==> config.mk <==
export PLATFORM = sky130hd
export DESIGN_NAME = lmbs_fifo
export DESIGN_NICKNAME = d
export VERILOG_FILES = /design/src/rtl/lmbs_fifo.sv
export SDC_FILE = /design/constraint.sdc
export NUM_CORES = 1
export LEC_CHECK = 0
export ABC_AREA = 1
export BUFFER_PORTS_ARGS = -buffer_cell sky130_fd_sc_hd__buf_2
export CORE_MARGIN = 1
export CORE_UTILIZATION = 45
export DETAILED_ROUTE_END_ITERATION = 10
export GPL_ROUTABILITY_DRIVEN = 0
export PLACE_DENSITY = 0.71
export SLEW_MARGIN = 20
export SYNTH_ARGS = -nofsm -noshare
export SYNTH_HDL_FRONTEND = slang
export SYNTH_SLANG_ARGS = --single-unit
==> constraint.sdc <==
create_clock -name clk -period 2.2 [get_ports clk]
set_input_delay 0.11 -clock clk [delete_from_list [all_inputs] [get_ports clk]]
set_output_delay 0.11 -clock clk [all_outputs]
set_load 0.02 [all_outputs]
==> src/rtl/lmbs_fifo.sv <==
// Small register FIFO used for the command queue and the result queue.
`default_nettype none

module lmbs_fifo #(
    parameter int WIDTH = 8,
    parameter int DEPTH = 2
) (
    input  wire logic                       clk,
    input  wire logic                       rst_n,
    input  wire logic                       push,
    input  wire logic [WIDTH-1:0]           push_data,
    input  wire logic                       pop,
    output logic      [WIDTH-1:0]           pop_data,
    output logic                            full,
    output logic                            empty,
    output logic      [$clog2(DEPTH+1)-1:0] count
);

    localparam int PW = (DEPTH > 1) ? $clog2(DEPTH) : 1;
    localparam int CW = $clog2(DEPTH + 1);

    logic [WIDTH-1:0] slot_reg [DEPTH];
    logic [PW-1:0]    wr_ptr_reg, wr_ptr_next;
    logic [PW-1:0]    rd_ptr_reg, rd_ptr_next;
    logic [CW-1:0]    count_reg, count_next;
    logic             do_push, do_pop;

    assign full     = (count_reg == CW'(DEPTH));
    assign empty    = (count_reg == '0);
    assign count    = count_reg;
    assign pop_data = slot_reg[rd_ptr_reg];
    assign do_push  = push && !full;
    assign do_pop   = pop && !empty;

    always_comb
    begin
        wr_ptr_next = wr_ptr_reg;
        rd_ptr_next = rd_ptr_reg;
        count_next  = count_reg;
        if (do_push)
        begin
            wr_ptr_next = (wr_ptr_reg == PW'(DEPTH - 1)) ? '0 : wr_ptr_reg + 1'b1;
        end
        if (do_pop)
        begin
            rd_ptr_next = (rd_ptr_reg == PW'(DEPTH - 1)) ? '0 : rd_ptr_reg + 1'b1;
        end
        if (do_push && !do_pop)
        begin
            count_next = count_reg + 1'b1;
        end
        else if (do_pop && !do_push)
        begin
            count_next = count_reg - 1'b1;
        end
    end

    always_ff @(posedge clk or negedge rst_n)
    begin
        if (!rst_n)
        begin
            wr_ptr_reg <= '0;
            rd_ptr_reg <= '0;
            count_reg  <= '0;
        end
        else
        begin
            wr_ptr_reg <= wr_ptr_next;
            rd_ptr_reg <= rd_ptr_next;
            count_reg  <= count_next;
        end
    end

    always_ff @(posedge clk)
    begin
        if (do_push)
        begin
            slot_reg[wr_ptr_reg] <= push_data;
        end
    end

endmodule

`default_nettype wire

; ---- Word level (Yosys, flattened, before mapping)
; Memory sizes are Yosys's and may differ from the RTL's.
; Index checks and enable logic that the tools add are counted.
[totals]
inputBits = 12
wordCells = 25
ramBits = 16
out_inout_bits = 12
reg_bits = 4
mem_count = 1
[op_classes]
muxes = 6
n_reduce_logical = 10
eq_ne = 1
n_addsub = 4
[memory_table]
columns = memory, words, word_bits, read_ports, rd_clocked_by_memory_dff, write_ports, line
row1 = slot_reg, 2, 8, 1, 0, 1, 22  ; logic [WIDTH-1:0] slot_reg [DEPTH];
[op_table]
columns = operator, count
row1 = 1-bit logical AND, 4
row2 = 1-bit zero test, 4
row3 = 1-bit two-way mux, 4
row4 = 2-bit two-way mux, 2
row5 = 1-bit adder (second input constant), 2
row6 = 2-bit by 1-bit adder with 2-bit output (second input constant), 1
row7 = 2-bit == test (second input constant), 1
row8 = 2-bit zero test, 1
row9 = 2-bit nonzero test, 1
row10 = 2-bit by 1-bit subtractor with 2-bit output (second input constant), 1

; ---- Depth between registers and ports, before layout
; Gate-level depths: netlist (run 1).
[depth]
word_depth = 7
mapped_depth = 9
mapped_depth_nobuf = 9

; ---- Worst setup path before layout (run 1)
; No wires, ideal clock.
[synth_timing]
path_kind = flip-flop to flip-flop
startpoint = reg count_reg[1], in the netlist count[1]
endpoint = reg count_reg[1], in the netlist count[1]
stages_incl_launch_ff = 9
arrival_time_ps = 1417
path_slack_ps = 666
setup_ps = 117
required_ps = 2083
path_cell_list = dfrtp_1 inv_1 nor2_2 nor2_2 ha_1 inv_1 nand3_1 nand2_1 nand2_1
[synth_via]
elab_chain_len = 6
[synth_lines]
columns = item, line
row1 = start: declaration, 25  ; logic [CW-1:0] count_reg, count_next;
row2 = start signal: assignment, 70  ; count_reg <= count_next;
row3 = 2-bit == test (*), 28  ; assign full = (count_reg == CW'(DEPTH));
row4 = via full, 14  ; output logic full,
row5 = 1-bit zero test (*), 32  ; assign do_push = push && !full;
row6 = 1-bit logical AND (*), 32
row7 = 1-bit zero test, 52  ; else if (do_pop && !do_push)
row8 = 1-bit logical AND, 52
row9 = 2-bit nonzero test (no line), --
; The timed path passes the listed nets; every way through them passes the cells marked *. The select of a mux whose other input is x is not followed.
; A chain may end at the register's enable or synchronous reset.

; ---- Worst setup path in the final report (run 1)
[layout_timing]
startpoint = reg count_reg[0], in the netlist count[0]
endpoint = mem slot_reg[1][6] (enable)
[layout_via]
elab_chain_len = 5
[layout_lines]
columns = item, line
row1 = 2-bit == test, 28
row2 = 1-bit zero test, 32
row3 = 1-bit logical AND, 32
row4 = 1-bit two-way mux, 76  ; if (do_push)
row5 = 1-bit two-way mux (not written as such), 78  ; slot_reg[wr_ptr_reg] <= push_data;
row6 = end: declaration, 22
; Every way passes these cells.

==> impl_metrics.yaml, run 1 <==
clock_tree:
  cts_resized: 0
  cts_tree: "done"
  htreeDepth: 1
  cts.reportedPaths.clkPinSlew_ns: 0.11
  insertion_delay_ns: 0.30
  numCtsBuffers: 3
  cts.sinks: 20
  cts-hold-fix-buffers: 8
  postCtsSetupBuffers: 0
  clk_path_buf_depth: 2
  root_buffer: "clkbuf_4"
cells_and_area:
  drive_gt1_share_pct: 27.1
  layout_commonest_cell: "nand2_1"
  area_growth_pct: 30.4
  n_fill_cell: 121
  antenna_cells: 0
  nNetsFinal: 121
  layout_common_cells: "nand2_1, buf_2, edfxtp_1"
  largest_reg_flops: 16
worst_setup_path:
  slowest_delay_ns: 0.53
  path_buf_inv: 0
  worstSetupPathType: "reg -> reg"
  crit_slowest_cell: "nor2_1"
  cp-end-kind: "register"
  critPathLaunchType: "register"
  timing.critical_path.cells: "o21ai_0, nor2_1"
  path_max_fanout: 8
  required_ns: 2.14
  path_delay_family: "simple AND/OR/NAND/NOR gates"
  reg2reg_slack_ns: 0.66
  worstPathArrival_ns: 1.48
sta:
  setup_viol: 0
  postLayoutSetupSlackWorst_ns: 0.660
  worst_slew_pin_slew_ns: 0.654
  max_freq_mhz: 649
  rsz0062_at_grt: "no"
  fin_crit_ns: 1.54
  finalClockSkew_ns: 0.00436
  fin_setup_tns_ns: 0
  finalHoldViolations: 0
  holdWs_ns: 0.00255
  fin_crit_sh_pct: 70.0
  relSlewSlack_pct: 56.2
  slew_violations: 0
yosys:
  yosys_register_bits: 20
  synthCells: 73
  netlist_area_um2: 810
  synth_warnings: 0
  synth_cell_types: 14
  avgSynthCellArea_um2: 11.1
  syn-num-nets: 86
  ys_seq_area_share_pct: 71.7
placement:
  port_buffers: 23
  dpl_worst_slack_ns: 0.650
floorplanning:
  start_util_pct: 50.8
  die_w_um: 44.4
  core_um2: 1590
  rows: 14
  num_io_pins: 24
  die_area_um2: 1970
  die_h_um: 44.4
detailed_routing:
  vias: 578
  antenna_left: 0
  route.detailed.drc: 0
  avgRoutedWirePerCell_um: 10.4
  wirelength_um: 1370
  drt_pass1_iterations: 4
  via_per_inst: 4.41
  first_iter_violations: 7
pwr:
  power_density_nw_per_um2: 1270
  ir_drop_mv: 0.827
  p_leak_nw: 0.502
  p_total_mw: 1.34
job:
  max-cap-violations: 0
grt:
  overflow: 0
  grt_max_degree: 12
  track_usage_pct: 15.4
  grt_pass1_vias: 492
  grt_antenna_before_repair: 0
  grt_pass1_wl_um: 2110
min_path:
  min_path_type: "in -> reg"
status:
  status: "finished, final reports clean"
==> cell usage after synthesis <==
library cell | instances | share of area [%]
edfxtp_1 | 16 | 59
nand3_1 | 1 | 0.62
nand4_1 | 1 | 0.77
nand2_1 | 33 | 15
nand3b_1 | 1 | 0.93
buf_2 | 1 | 0.62
ha_1 | 1 | 1.5
inv_2 | 1 | 0.46
o21ai_0 | 2 | 1.2
dfrtp_1 | 4 | 12
nor2_2 | 2 | 1.5
inv_1 | 7 | 3.2
xnor2_1 | 1 | 1.1
nor2_1 | 2 | 0.93
==> path summary, 6_finish.rpt <==
kind | from | end | cells after the start
max reg2reg | count[0] | slot_reg[1][6] | 2
min | push_data[7] | slot_reg[0][7] | 1
max in group asynchronous | rst_n | rd_ptr_reg | 2
min in group asynchronous | rst_n | count[1] | 2
min reg2reg | wr_ptr_reg | wr_ptr_reg | 2
max | count[0] | slot_reg[1][6] | 2
==> cell families (layout without fill, tap and decap cells) <==
logic type | after synthesis | in the layout | synth area share (%)
flops | 20 | 20 | 71.7
fa+ha+maj | 1 | 1 | 1.55
simple gates | 40 | 40 | 20.1
buf+inv | 9 | 43 | 4.33
compound gates | 2 | 2 | 1.24
xor+xnor | 1 | 1 | 1.08
==> routing by layer <==
| metal | global-route usage [%] | vias up | share of wire, % |
|---|---|---|---|
| li1 | - | 301 | - |
| met1 | 19.7 | 253 | 47 |
| met2 | 24.7 | 20 | 46 |
| met3 | 2.86 | 4 | 5.3 |
| met4 | 9.09 | 0 | 1.8 |
| met5 | 0 | - | 0 |
==> cell type report <==
type | count | area [um2] | share of cell area (%)
clock inverter | 1 | 3.75 | 0.355
tap | 24 | 30.0 | 2.84
timing repair buffer | 31 | 195 | 18.5
multi-input combinational | 44 | 194 | 18.4
inverter | 8 | 30.0 | 2.84
clock buffer | 3 | 22.5 | 2.13
sequential | 20 | 581 | 55.0
==> report_power, final <==
group          switching, mW  internal [mW]  total, mW  leakage, nW
Clock                  0.106         0.0661      0.173       0.0154
Sequential            0.0738          0.526      0.600        0.197
Combinational          0.381          0.190      0.571        0.290
Total                  0.561          0.782       1.34        0.502
==> stage by stage <==
step	std cells	utilization, %	cell area, um2
3_3_place_gp	119	59.6	950
3_5_place_dp	119	59.6	950
6_report	131	66.2	1060
4_1_cts	131	66.2	1060
5_1_grt	131	66.2	1060
2_1_floorplan	73	-	810
Note: power is estimated with default switching activity, not from simulation.
==> inputs of run 2 (changes only) <==
- ABC_AREA: 1 -> 0
- clock period: 2.2 -> 1.56 ns (I/O delays scaled with it)
==> impl_metrics.yaml, run 2 <==
status:
  status: "complete, but fails checks"
  violations: "DRC"
worst_setup_path:
  crit_slowest_cell: "dfrtp_1"
  critPathLaunchType: "register"
  worstPathArrival_ns: 1.65
  cp-end-kind: "register"
  path_max_fanout: 3
  startpoint: "count[0]"
  worstSetupPathType: "reg -> reg"
  slowest_delay_ns: 0.40
  required_ns: 1.79
  r2r-start: "count[0]"
  timing.critical_path.cells: "nand2b_1, nand2_2, inv_1, ha_1, nor2_1, xor2_1"
yosys:
  synth_most_common_cell: "edfxtp_1"
  synthArstFlopShare_pct: 20.0
  ys_top_cells_by_area: "edfxtp_1, dfrtp_1, mux2_1"
  netlist.area_leader.share_pct: 61.4
  ys_seq_area_share_pct: 74.2
  synth_cell_types: 15
  yosysTopAreaCell: "edfxtp_1"
  synth_warnings: 0
  netlist_top_cells_count: "edfxtp_1, mux2_1, dfrtp_1"
  synthCells: 44
  synthFlopType: "edfxtp_1"
  netlist_area_um2: 782
  avgSynthCellArea_um2: 17.8
  syn-num-nets: 57
  yosys_register_bits: 20
  synth_edf_count: 16
sta:
  holdWs_ns: 0.0754
  fin_setup_tns_ns: 0
  slew_violations: 0
  postLayoutSetupSlackWorst_ns: 0.139
  finalHoldViolations: 0
  max_freq_mhz: 704
  finalClockSkew_ns: 0.00308
  fin_crit_ns: 1.42
  worst_slew_pin_slew_ns: 0.395
  rsz0062_at_grt: "no"
  relSlewSlack_pct: 73.7
  setup_viol: 0
  fin_crit_sh_pct: 91.1
grt:
  grt_antenna_before_repair: 0
  grt_pass1_vias: 485
  overflow: 0
  grt_max_degree: 12
  track_usage_pct: 15.5
  grt_pass1_wl_um: 2000
detailed_routing:
  antenna_left: 0
  drt_pass1_iterations: 6
  avgRoutedWirePerCell_um: 12.5
  via_per_inst: 4.73
  first_iter_violations: 2
  route.detailed.drc: 2
  vias: 464
  wirelength_um: 1220
pwr:
  p_total_mw: 1.88
  power_density_nw_per_um2: 1780
  ir_drop_mv: 1.16
  p_leak_nw: 0.449
floorplanning:
  num_io_pins: 24
  die_h_um: 43.7
  die_w_um: 43.7
  start_util_pct: 50.2
  core_um2: 1560
  die_area_um2: 1910
  rows: 14
clock_tree:
  htreeDepth: 1
  insertion_delay_ns: 0.30
  cts_tree: "done"
  cts.sinks: 20
  root_buffer: "clkbuf_4"
  clk_path_buf_depth: 2
  numCtsBuffers: 3
  cts.reportedPaths.clkPinSlew_ns: 0.11
cells_and_area:
  drive_gt1_share_pct: 41.5
  seq_area_um2: 582
  largest_reg_flops: 16
  multi_input_area_um2: 189
  layout_common_cells: "buf_2, edfxtp_1, dlygate4sd3_1"
  nNetsFinal: 96
  antenna_cells: 0
  n_fill_cell: 116
  layout_commonest_cell: "buf_2"
  area_growth_pct: 34.6
job:
  max-cap-violations: 0
min_path:
  min_path_type: "in -> reg"
  hold_start: "push"
placement:
  port_buffers: 23
  dpl_worst_slack_ns: 0.142
  dp_hpwl_um: 849
==> run 2: cell types whose count changed after synthesis, moves of 2 or more <==
cell	before	now
mux2_1	0	6
xor2_1	0	2
mux2_2	0	2
nand2_1	33	0
inv_1	7	2
o21ai_0	2	0
nor2_2	2	0
==> run 2: path summary, 6_finish.rpt <==
kind	end	slack, ns	cells past startpoint
hold reg to reg	count[1]	0.55	1
min in group asynchronous	count[1]	0.10	2
hold / removal	wr_ptr_reg	0.08	3
setup / recovery	count[1]	0.14	6
max in group asynchronous	rd_ptr_reg	1.32	2
setup reg to reg	count[1]	0.14	6
==> run 2: per-stage QoR <==
stage	area (um2)	std cells	util, %
floorplan	782	44	-
global placement	935	85	60.0
detailed placement	935	85	60.0
CTS	1050	98	67.4
global route	1050	98	67.5
finish	1050	98	67.5
==> run 2: power by group <==
| group | internal [mW] | switching, mW | total, mW |
|---|---|---|---|
| combinational | 0.346 | 0.426 | 0.772 |
| clock | 0.0932 | 0.154 | 0.247 |
| sequential | 0.748 | 0.107 | 0.856 |
| total | 1.19 | 0.688 | 1.88 |
==> run 2: final cells by class <==
type / instances / share of cell area (%)
Sequential cell: 20 / 55.3
Timing Repair Buffer: 35 / 21.6
Multi-Input combinational cell: 21 / 18.0
Clock buffer: 3 / 2.14
Tap cell: 16 / 1.90
Inverter: 2 / 0.713
Clock inverter: 1 / 0.357
==> run 2: per-layer routing <==
layer | wire length (um) | global-route usage (%) | vias up | part of all wire, %
li1 | - | - | 233 | -
met1 | 471 | 15.2 | 220 | 38
met2 | 695 | 29.0 | 9 | 57
met3 | 42 | 5.00 | 2 | 3.4
met4 | 15 | 6.88 | 0 | 1.2
met5 | 0 | 0 | - | 0
==> run 2: cells by family after synthesis <==
| kind of cell | synth area share (%) |
|---|---|
| AOI/OAI and AO/OA | 0.639 |
| xor gates and xnor gates | 6.56 |
| adders and majority gates | 1.60 |
| buffers and inverters | 1.60 |
| DFF | 74.2 |
| muxes | 11.5 |
| and+or+nand+nor | 3.84 |
==> run 2: critical path: cells and delay by family, from the launching register on <==
| kind | cells | cell delay, ns |
|---|---|---|
| AND/OR/NAND/NOR | 3 | 0.43 |
| flip-flops | 1 | 0.40 |
| adder cells (fa/ha/maj) | 1 | 0.30 |
| XOR/XNOR | 1 | 0.16 |
| buffers and inverters | 1 | 0.05 |
==> run 2: what timing repair did <==
item,in CTS,in global routing
resized for setup,0,1
endpoints found under the setup margin,0,8
endpoints found under the hold margin,20,0
hold buffers,9,0
setup buffers,0,0
