--- config.mk ---
export PLATFORM = sky130hd
export DESIGN_NAME = lmbs_front
export DESIGN_NICKNAME = d
export VERILOG_FILES = /design/src/rtl/lmbs_pkg.sv /design/src/rtl/lmbs_front.sv
export SDC_FILE = /design/constraint.sdc
export NUM_CORES = 1
export LEC_CHECK = 0
export BUFFER_PORTS_ARGS = -buffer_cell sky130_fd_sc_hd__buf_2
export CAP_MARGIN = 20
export CELL_PAD_IN_SITES_DETAIL_PLACEMENT = 1
export CELL_PAD_IN_SITES_GLOBAL_PLACEMENT = 1
export CORE_ASPECT_RATIO = 0.7
export CORE_UTILIZATION = 27
export CTS_CLUSTER_DIAMETER = 30
export DETAILED_ROUTE_END_ITERATION = 8
export GPL_TIMING_DRIVEN = 0
export PLACE_DENSITY_LB_ADDON = 0.1
export SKIP_LAST_GASP = 1
export SYNTH_ARGS = -nofsm -noshare
export SYNTH_HDL_FRONTEND = slang
export SYNTH_SLANG_ARGS = --single-unit
--- constraint.sdc ---
create_clock -name clk -period 2.8 [get_ports clk]
set_input_delay 0.56 -clock clk [delete_from_list [all_inputs] [get_ports clk]]
set_output_delay 0.56 -clock clk [all_outputs]
set_load 0.03 [all_outputs]
--- src/rtl/lmbs_pkg.sv ---
// Shared types and codes for the LED matrix bit-plane scan core.
`default_nettype none

package lmbs_pkg;

    localparam logic [1:0] OP_TICK  = 2'd0;
    localparam logic [1:0] OP_WRITE = 2'd1;
    localparam logic [1:0] OP_CLEAR = 2'd2;

    localparam int CMD_DEPTH = 2;
    localparam int OUT_DEPTH = 2;

    typedef struct packed {
        logic [1:0]  op;
        logic [5:0]  pixel_column;
        logic [3:0]  pixel_row;
        logic [11:0] pixel_color;
    } item_t;

    typedef struct packed {
        logic [7:0] upper_bits;
        logic [7:0] lower_bits;
        logic [1:0] row_address;
        logic       last;
    } result_t;

    typedef enum logic [1:0] {
        CMD_EMIT,
        CMD_WRITE,
        CMD_CLEAR
    } cmd_kind_t;

    typedef struct packed {
        cmd_kind_t   kind;
        logic [1:0]  scan_row;
        logic [1:0]  plane;
        logic [5:0]  pixel_column;
        logic [3:0]  pixel_row;
        logic [11:0] pixel_color;
    } cmd_t;

    typedef enum logic [1:0] {
        BK_IDLE,
        BK_CLEAR,
        BK_EMIT,
        BK_WRITE
    } bk_state_t;

endpackage

`default_nettype wire

--- src/rtl/lmbs_front.sv ---
// Front end: accepts transactions, runs the plane scheduler and queues commands.
`default_nettype none

module lmbs_front #(
    parameter int PLANES = 3
) (
    input  wire logic           clk,
    input  wire logic           rst_n,
    input  wire logic           item_valid,
    output logic                item_ready,
    input  wire lmbs_pkg::item_t item,
    input  wire logic           store_init,
    input  wire logic           cmd_full,
    output logic                cmd_push,
    output lmbs_pkg::cmd_t      cmd
);

    import lmbs_pkg::*;

    localparam int TCW = PLANES;

    logic [TCW-1:0] tick_count_reg, tick_count_next;
    logic [1:0]     plane_index_reg, plane_index_next;
    logic [1:0]     scan_row_reg, scan_row_next;
    logic [TCW-1:0] tick_inc;
    logic [TCW-1:0] tick_limit;
    logic [2:0]     plane_inc;
    logic           accept;

    assign item_ready = !cmd_full && !store_init;
    assign accept     = item_valid && item_ready;
    assign tick_inc   = tick_count_reg + 1'b1;
    assign tick_limit = TCW'(1) << plane_index_reg;
    assign plane_inc  = {1'b0, plane_index_reg} + 3'd1;

    always_comb
    begin
        tick_count_next  = tick_count_reg;
        plane_index_next = plane_index_reg;
        scan_row_next    = scan_row_reg;
        cmd_push         = 1'b0;
        cmd.kind         = CMD_EMIT;
        cmd.scan_row     = scan_row_reg;
        cmd.plane        = plane_index_reg;
        cmd.pixel_column = item.pixel_column;
        cmd.pixel_row    = item.pixel_row;
        cmd.pixel_color  = item.pixel_color;
        if (accept)
        begin
            case (item.op)
                OP_TICK:
                begin
                    cmd_push        = (tick_count_reg == '0);
                    tick_count_next = tick_inc;
                    if (tick_inc >= tick_limit)
                    begin
                        tick_count_next = '0;
                        if (plane_inc >= 3'(PLANES))
                        begin
                            plane_index_next = '0;
                            scan_row_next    = scan_row_reg + 1'b1;
                        end
                        else
                        begin
                            plane_index_next = plane_inc[1:0];
                        end
                    end
                end
                OP_WRITE:
                begin
                    cmd_push = 1'b1;
                    cmd.kind = CMD_WRITE;
                end
                OP_CLEAR:
                begin
                    cmd_push = 1'b1;
                    cmd.kind = CMD_CLEAR;
                end
                default:
                begin
                    cmd_push = 1'b0;
                end
            endcase
        end
    end

    always_ff @(posedge clk or negedge rst_n)
    begin
        if (!rst_n)
        begin
            tick_count_reg  <= '0;
            plane_index_reg <= '0;
            scan_row_reg    <= '0;
        end
        else
        begin
            tick_count_reg  <= tick_count_next;
            plane_index_reg <= plane_index_next;
            scan_row_reg    <= scan_row_next;
        end
    end

endmodule

`default_nettype wire

## Yosys cells after proc, flatten, opt, wreduce, memory -nomap -nowiden

Cells that the tools add are included.

- Bits in registers: 7
- Input bits: 29
- Word-level logic and storage cells: 27

- $add $sub $neg: 3
- Order comparisons: 2
- Eq/ne operators: 2
- Shifts and indexed selects: 1
- Multiplexer cells: 6
- Reduce and logical (&&, ||, !) cells: 10

Operators with widths:

| cell | count |
|---|---|
| $mux W2 | 2 |
| $pmux W2 S2 | 1 |
| $reduce_and A4 Y1 | 1 |
| $add A2 B1 Y3 const B | 1 |
| $add A3 B1 Y3 const B | 1 |
| $ge A3 B2 Y1 const B | 1 |
| $ge A3 B3 Y1 | 1 |
| $logic_not A3 Y1 | 1 |
| $mux W3 | 1 |
| $reduce_and A3 Y1 | 1 |
| $shl A1 B2 Y3 const A | 1 |
| $add A2 B1 Y2 const B | 1 |
| $eq A2 B1 Y1 const B | 1 |
| $eq A2 B2 Y1 const B | 1 |
| $logic_and A1 B1 Y1 | 2 |
| $logic_not A1 Y1 | 2 |
| $logic_not A2 Y1 | 1 |
| $pmux W1 S2 | 1 |
| $reduce_and A2 Y1 | 1 |
| $reduce_or A2 Y1 | 1 |
| $mux W1 | 1 |

## Depth between registers and ports, before layout

Gate-level depths: netlist (run 1).

- Word-level depth: 4
- Depth in mapped cells: 7

## Least setup slack after synthesis (run 1)

OpenSTA, ideal clock, no wires.

- Path type: input to output
- From: in store_init
- To: out cmd_push
- Arrival time: 1.570 ns
- Required time: 2.240 ns
- Path slack: 0.670 ns
- Stages on the path: 3
- Buffers on the path: 0
- Cells stage by stage: nor2_4 > nand2_1 > nor3_1

- Word-level cells in the longest chain between the ends: 4

Ends and longest elaborated chain:

| item | line | text |
|---|---|---|
| from (decl) | lmbs_front.sv:12 | `input wire logic store_init,` |
| $logic_not A1 Y1 | lmbs_front.sv:30 | `assign item_ready = !cmd_full && !store_init;` |
| $logic_and A1 B1 Y1 | lmbs_front.sv:30 |  |
| $logic_and A1 B1 Y1 | lmbs_front.sv:31 | `assign accept = item_valid && item_ready;` |
| $mux W1 | lmbs_front.sv:48 | `if (accept)` |
| to (decl) | lmbs_front.sv:14 | `output logic cmd_push,` |

No other way between the ends.

## Final worst setup path (run 1)

- From: reg tick_count_reg[0]
- To: reg tick_count_reg[0]

- Word-level cells in the longest chain between the ends: 3

Ends and longest elaborated chain:

| item | line | text |
|---|---|---|
| from (decl) | lmbs_front.sv:22 | `logic [TCW-1:0] tick_count_reg, tick_count_next;` |
| from (signal assigned) | lmbs_front.sv:97 | `tick_count_reg <= tick_count_next;` |
| $add A3 B1 Y3 (*) | lmbs_front.sv:32 | `assign tick_inc = tick_count_reg + 1'b1;` |
| $ge A3 B3 Y1 | lmbs_front.sv:55 | `if (tick_inc >= tick_limit)` |
| $mux W3 (*) | lmbs_front.sv:55 |  |

Mark *: on every way between the ends. The rest lies on a longest branch, timed or not.
A chain may end at the register's enable or synchronous reset.

==> flow_summary.yaml, run 1 <==
run_status:
  status: "finished, final reports clean"
floorplanning:
  die_h_um: 44.5
  fp.dieW_um: 62.8
  core_area_um2: 2460
  initial_core_util_pct: 28.4
  rows: 15
  pin_count: 59
  dieArea_um2: 2800
grt:
  grt_use_total_pct: 11.3
  grt_use_met1_pct: 13.4
  antenna_found_initial: 0
  grt_max_degree: 8
  grt_pass1_vias: 556
  grt_use_met3_pct: 5.15
  busiest_layer: "met2"
  grt_overflow: 0
  grt_pass1_wl_mm: 2.46
  met2_usage_pct: 18.9
route:
  routed_wl_mm: 1.52
  dr.first_iter.drc_count: 3
  drt_pass1_iterations: 2
  drc: 0
  vias: 623
  vias_per_cell: 4.18
  drtAntennaViolNets: 0
  wl_per_cell_um: 10.2
power:
  p_sw_mw: 0.387
  seqPwrFrac_pct: 23.7
  p_int_mw: 0.424
  combPwrFrac_pct: 58.6
  power_density_nw_per_um2: 840
  power.share.switching_pct: 47.7
  finalPower_mw: 0.811
  p_leak_nw: 0.566
  ir_worst_vdd_uv: 523
  clock_power_share_pct: 17.7
clock_tree:
  path_clk_slew_ns: 0.04
  post_cts_resized: 0
  cts_tree: "built"
  cts_buffer_depth: 2
  htree_levels: 1
  root_buffer: "clkbuf_8"
  cts_buffers: 3
  numClockSinks: 7
  post_cts_buffers: 0
  clkLatencyLatePin_ns: 0.23
  hold_buffers: 0
sta:
  min_period_ns: 2.06
  worst_pin_slew_ns: 0.280
  tns_ns: 0
  finalWorstSetupSlack_ns: 0.743
  drv_slew: 0
  fmax_ghz: 0.486
  finalSetupViolCount: 0
  hold_viol_final: 0
  finalCritPeriodShare_pct: 73.5
  slew_headroom_pct: 81.0
  rsz0062_at_grt: "no"
  skew_ns: 0.00263
placed_design:
  dp_hpwl_mm: 1.31
  port_buffers: 36
  pre_cts_slack_ns: 0.728
  gp_congestion: 0.709
  placed_cell_area_um2: 921
logic_synthesis:
  synth_cell_types: 27
  synth-edff-count: 0
  synth_ff_type: "dfrtp_1"
  syn_area_um2: 698
  synth_area_per_cell_um2: 9.31
  syn_nets: 113
  yosys.area_share.simple_pct: 15.6
  yosys_register_bits: 7
  synthArstFlopShare_pct: 100
  synth_fa_ha_area_share_pct: 16.1
  yosysSeqAreaShare_pct: 25.1
  synth-compound-area-share_pct: 7.35
  synth_mux_area_share_pct: 3.58
  synth_top_family_by_area: "buffers and inverters"
  synthCells: 75
  synth-xor-area-share_pct: 3.76
  synth_warnings: 0
setup_path:
  r2r_cells: 7
  worstPathMaxFanout: 7
  crit_type: "reg -> reg"
  critPathLaunchType: "flop"
  end_kind: "flop"
  worstPathArrival_ns: 2.20
  crit_required_ns: 2.94
final_layout:
  most-common-layout-cells: "36 x buf_2, 22 x buf_4, 9 x ha_1"
  largest_register_ffs: 3
  nNetsFinal: 154
  fillCellCount: 309
  n_antenna_cell: 0
  design_area_um2: 966
  drive_above_1_share_pct: 57.4
  multi_input_area_um2: 324
  final_common_cell: "buf_2"
  regArea_um2: 175
  areaGrowthSynthToFinish_pct: 38.4
hold_path:
  hold_path_class: "in -> async"
run:
  cap_violations: 0
## cells in the mapped netlist, types with 2 or more instances
library cell | instances | area [um2]
inv_1 | 6 | 22.5
dfrtp_1 | 7 | 175
and3_1 | 3 | 18.8
nand3_1 | 2 | 10.0
xnor2_1 | 2 | 17.5
o21ai_0 | 2 | 10.0
buf_4 | 22 | 165
nand2_1 | 4 | 15.0
ha_1 | 9 | 113
## worst max-delay path, cell delays in order, from the launching register on
cell and delay, ns:
dfrtp_1 0.42, ha_1 0.26, xor2_1 0.19, ha_1 0.32, a21oi_1 0.22, o21ai_4 0.14, or3_1 0.35, o21ai_0 0.08
## power groups by stage
stage	clock network, mW	registers [mW]	logic (mW)
2_1_floorplan	0	0.230	0.328
3_3_place_gp	0	0.192	0.475
3_5_place_dp	0	0.195	0.486
4_1_cts	0.149	0.193	0.487
5_1_grt	0.153	0.201	0.538
6_report	0.144	0.192	0.476
## layer usage
metal / up-vias / wire length [um]
met5: - / 0
met4: 0 / 8
met3: 2 / 181
met2: 40 / 693
met1: 278 / 638
li1: 303 / -
## kinds of logic (layout without fill, tap and decap cells)
logic type      Yosys count  in the layout
simple gates             18             18
flops                     7              7
xor+xnor                  3              3
compound gates            7              7
fa+ha+maj                 9              9
buf+inv                  29             69
mux                       2              2
## through the flow
step | cells | hold WS [ns] | util, %
finish | 149 | 0.155 | 39.3
global route | 149 | 0.161 | 39.3
detailed placement | 145 | 0.400 | 37.5
global placement | 145 | 0.398 | 37.5
floorplan | 75 | 0.264 | -
CTS | 149 | 0.155 | 39.3
## area by class of cell
class                      instances  area share (%)
clock buffer                       4            4.66
tap                               34            4.40
inverter                           6            2.33
buffer                            23            18.3
timing repair buffer              36            18.7
sequential                         7            18.1
multi-input combinational         39            33.5
## final timing paths
kind,startpoint,slack [ns],to
worst max-delay path,tick_count_reg[0],0.74,tick_count_reg[0]
worst min-delay path,rst_n,0.16,scan_row_reg[0]
worst max register to register,tick_count_reg[0],0.74,tick_count_reg[0]
worst min register to register,scan_row_reg[1],0.47,scan_row_reg[1]
max in group asynchronous,rst_n,2.49,plane_index_reg[1]
min in group clk,scan_row_reg[1],0.47,scan_row_reg[1]
Power figures use the tool's default switching activity.
==> run 2, diff against run 1 <==
--- a/config.mk
+++ b/config.mk
@@ -10,7 +10,7 @@
 export CELL_PAD_IN_SITES_DETAIL_PLACEMENT = 1
 export CELL_PAD_IN_SITES_GLOBAL_PLACEMENT = 1
 export CORE_ASPECT_RATIO = 0.7
-export CORE_UTILIZATION = 27
+export CORE_UTILIZATION = 25
 export CTS_CLUSTER_DIAMETER = 30
 export DETAILED_ROUTE_END_ITERATION = 8
 export GPL_TIMING_DRIVEN = 0
==> constraint.sdc (replaced) <==
create_clock -name clk -period 2.1 [get_ports clk]
set_input_delay 0.42 -clock clk [delete_from_list [all_inputs] [get_ports clk]]
set_output_delay 0.42 -clock clk [all_outputs]
set_load 0.03 [all_outputs]
==> flow_summary.yaml, run 2 (synthesized netlist as in run 1, its figures left out) <==
route:
  drtAntennaViolNets: 0
  drt_pass1_iterations: 2
  dr.first_iter.drc_count: 7
  vias_per_cell: 4.21
  vias: 628
  drc: 0
  routed_wl_mm: 1.41
  wl_per_cell_um: 9.47
sta:
  rsz0062_at_grt: "no"
  worst_pin_slew_ns: 0.271
  min_period_ns: 1.97
  fmax_ghz: 0.506
  tns_ns: 0
  skew_ns: 0.00417
  finalSetupViolCount: 0
  finalCritPeriodShare_pct: 94.0
  drv_slew: 0
  slew_headroom_pct: 81.7
  hold_viol_final: 0
run_status:
  status: "finished, final reports clean"
clock_tree:
  numClockSinks: 7
  cts_buffer_depth: 2
  root_buffer: "clkbuf_8"
  clkLatencyLatePin_ns: 0.23
  post_cts_buffers: 0
  post_cts_resized: 0
  path_clk_slew_ns: 0.04
  cts_tree: "built"
  htree_levels: 1
  hold_buffers: 0
  cts_buffers: 3
floorplanning:
  rows: 15
  initial_core_util_pct: 27.4
  fp.dieW_um: 65.2
  core_area_um2: 2550
  pin_count: 59
  die_h_um: 46.2
  dieArea_um2: 3010
power:
  ir_worst_vdd_uv: 434
  power_density_nw_per_um2: 1130
  p_leak_nw: 0.567
  finalPower_mw: 1.10
setup_path:
  worstPathMaxFanout: 7
  end_kind: "flop"
  critPathLaunchType: "flop"
  crit_required_ns: 2.20
  worstPathArrival_ns: 2.08
  crit_type: "reg -> reg"
grt:
  grt_use_total_pct: 9.34
  grt_pass1_vias: 539
  antenna_found_initial: 0
  grt_pass1_wl_mm: 2.13
  grt_overflow: 0
  grt_max_degree: 8
final_layout:
  drive_above_1_share_pct: 58.3
  most-common-layout-cells: "36 x buf_2, 22 x buf_4, 9 x ha_1"
  utilization_pct: 38.0
  nNetsFinal: 154
  areaGrowthSynthToFinish_pct: 38.9
  design_area_um2: 970
  n_antenna_cell: 0
  final_cell_count_no_fill: 149
  final_common_cell: "buf_2"
  largest_register_ffs: 3
placed_design:
  port_buffers: 36
  dp.cells: 145
  dp_hpwl_mm: 1.22
  placed_cell_area_um2: 921
  gp_congestion: 0.749
hold_path:
  hold_path_class: "in -> async"
run:
  cap_violations: 0
==> run 2: worst max-delay path, cell delays in order, from the launching register on <==
cell	delay (ns)
dfrtp_1	0.41
ha_1	0.25
xor2_1	0.18
ha_1	0.31
nand2_1	0.09
o21ai_4	0.24
nand2_4	0.08
mux2_4	0.30
==> run 2: layout make-up <==
| class | count | area [um2] |
|---|---|---|
| Fill cell | 312 | 1580 |
| Tap cell | 34 | 42.5 |
| Sequential cell | 7 | 175 |
| Timing Repair Buffer | 36 | 180 |
| Clock buffer | 4 | 45.0 |
| Inverter | 6 | 22.5 |
| Buffer | 23 | 176 |
| Multi-Input combinational cell | 39 | 328 |
==> run 2: final timing paths <==
check / from / to / slack, ns / cells after the start
worst max-delay path: tick_count_reg[0] / plane_index_reg[0] / 0.13 / 7
worst min-delay path: rst_n / scan_row_reg[1] / 0.02 / 1
worst max register to register: tick_count_reg[0] / plane_index_reg[0] / 0.13 / 7
worst min register to register: scan_row_reg[1] / scan_row_reg[1] / 0.48 / 1
max in group asynchronous: rst_n / plane_index_reg[1] / 1.93 / 1
min in group clk: scan_row_reg[1] / scan_row_reg[1] / 0.48 / 1
==> run 2: layer usage <==
layer / share of wire [%] / GRT usage (%) / vias up
li1: - / - / 304
met1: 40 / 10.3 / 275
met2: 47 / 18.1 / 49
met3: 13 / 2.97 / 0
met4: 0 / 1.30 / 0
met5: 0 / 0 / -
==> run 2: metrics by stage <==
step | setup slack, ns | hold WS, ns
after detailed placement | 0.0540 | 0.259
after floorplan | 0.218 | 0.124
after global placement | 0.0554 | 0.258
after CTS | 0.0372 | 0.0177
after global routing | 0.00354 | 0.0263
final | 0.126 | 0.0154
==> run 2: report_power, final <==
part	internal, mW	total, mW	switching, mW
clock network	0.131	0.186	0.0551
registers	0.193	0.259	0.0654
logic	0.252	0.651	0.399
total	0.576	1.10	0.519
==> run 3, diff against run 2 <==
--- a/config.mk
+++ b/config.mk
@@ -19,3 +19,4 @@
 export SYNTH_ARGS = -nofsm -noshare
 export SYNTH_HDL_FRONTEND = slang
 export SYNTH_SLANG_ARGS = --single-unit
+export TNS_END_PERCENT = 20
==> constraint.sdc (replaced) <==
create_clock -name clk -period 2.1 [get_ports clk]
set_input_delay 0.315 -clock clk [delete_from_list [all_inputs] [get_ports clk]]
set_output_delay 0.315 -clock clk [all_outputs]
set_load 0.03 [all_outputs]
==> flow_summary.yaml, run 3 (synthesized netlist as in run 1, its figures left out) <==
clock_tree:
  post_cts_resized: 0
  root_buffer: "clkbuf_8"
  cts_buffers: 3
  path_clk_slew_ns: 0.04
  htree_levels: 1
  clkLatencyLatePin_ns: 0.23
  cts_buffer_depth: 2
  numClockSinks: 7
  cts_tree: "built"
final_layout:
  regArea_um2: 175
  final_common_cell: "buf_2"
  areaGrowthSynthToFinish_pct: 39.8
  drive_above_1_share_pct: 56.9
  final_cell_count_no_fill: 150
  n_antenna_cell: 0
  nNetsFinal: 155
  multi_input_area_um2: 324
  fillCellCount: 311
  utilization_pct: 38.2
  largest_register_ffs: 3
  most-common-layout-cells: "36 x buf_2, 22 x buf_4, 9 x ha_1"
power:
  ir_worst_vdd_uv: 402
  p_leak_nw: 0.571
  power_density_nw_per_um2: 1100
route:
  routed_wl_mm: 1.41
  wl_per_cell_um: 9.41
  dr.first_iter.drc_count: 8
  drc: 0
  vias: 634
  drt_pass1_iterations: 2
  drtAntennaViolNets: 0
  vias_per_cell: 4.23
setup_path:
  critPathMaxStageDelay_ns: 0.41
  rr_startpoint: "tick_count_reg[0]"
  r2r_cells: 7
  crit_chain: "ha_1 > xor2_1 > ha_1 > a21oi_1 > o21ai_4 > or3_1 > o21ai_0"
  r2r_end: "tick_count_reg[0]"
  end_kind: "flop"
  worst_path_max_delay_cell: "dfrtp_1"
  crit_type: "reg -> reg"
  critPathLaunchType: "flop"
  crit_required_ns: 2.24
  worstPathMaxFanout: 7
  crit_start: "tick_count_reg[0]"
  worstPathArrival_ns: 2.18
  cp_common_cell: "ha_1"
  rrSetupSlack_ns: 0.06
placed_design:
  dp_hpwl_mm: 1.22
  pre_cts_slack_ns: 0.0540
  port_buffers: 36
  dp.cells: 145
  gp_congestion: 0.749
grt:
  grt_max_degree: 8
  grt_overflow: 0
  grt_pass1_vias: 539
  grt_use_total_pct: 9.34
  antenna_found_initial: 0
  grt_pass1_wl_mm: 2.13
floorplanning:
  die_h_um: 46.2
  rows: 15
  pin_count: 59
  dieArea_um2: 3010
  fp.dieW_um: 65.2
  initial_core_util_pct: 27.4
  core_area_um2: 2550
sta:
  finalCritPeriodShare_pct: 96.9
  slew_headroom_pct: 81.7
  hold_slack_ns: 0.448
  worst_pin_slew_ns: 0.270
  fmax_ghz: 0.491
  min_period_ns: 2.04
  finalSetupViolCount: 0
  drv_slew: 0
  rsz0062_at_grt: "yes"
  skew_ns: 0.00445
  hold_viol_final: 0
  finalWorstSetupSlack_ns: 0.0649
run:
  cap_violations: 0
run_status:
  status: "finished, final reports clean"
hold_path:
  hold_path_class: "in -> async"
## run 3: changes by cell type in the layout (fill, tap and decap cells not counted), sizes merged
cell	delta
dlygate4sd3	+1
## run 3: worst max-delay path by stage
stage / end / slack, ns / cells after the start
floorplan: plane_index_reg[0] / 0.22 / 7
global placement: tick_count_reg[0] / 0.06 / 7
detailed placement: tick_count_reg[0] / 0.05 / 7
CTS: tick_count_reg[0] / 0.04 / 7
global route: tick_count_reg[2] / -0.06 / 7
finish: tick_count_reg[0] / 0.06 / 7
## run 3: cell type report
class,instances,area share (%)
Buffer,23,18.1
Sequential cell,7,17.9
Inverter,6,2.31
Tap cell,34,4.36
Timing Repair Buffer,37,19.5
Clock buffer,4,4.62
Multi-Input combinational cell,39,33.2
## run 3: critical path, delay by kind of cell (launching register included)
family / cells / cell delay [ns]
fa+ha+maj: 2 / 0.56
simple gates: 1 / 0.36
compound gates: 3 / 0.45
xor+xnor: 1 / 0.18
flops: 1 / 0.41
## run 3: metal layers
| layer | track usage, % | up-vias | routed length [um] |
|---|---|---|---|
| li1 | - | 306 | - |
| met1 | 10.3 | 279 | 559 |
| met2 | 18.1 | 49 | 667 |
| met3 | 2.97 | 0 | 184 |
| met4 | 1.30 | 0 | 0 |
| met5 | 0 | - | 0 |
## run 3: per-stage QoR
stage	instance area, um2	TNS [ns]	power (mW)
floorplan	698	0	0.745
global placement	921	0	0.889
detailed placement	921	0	0.905
CTS	976	0	1.10
global route	976	-0.125	1.18
finish	976	0	1.07
## run 3: power by group
group | internal [mW] | total, mW | switching [mW]
logic | 0.242 | 0.631 | 0.390
clock network | 0.131 | 0.186 | 0.0547
registers | 0.193 | 0.258 | 0.0648
## run 3: repair_timing
item,CTS,global route
endpoints found under the setup margin,0,3
hold endpoints to repair,7,0
hold buffers,1,0
setup buffers,0,0
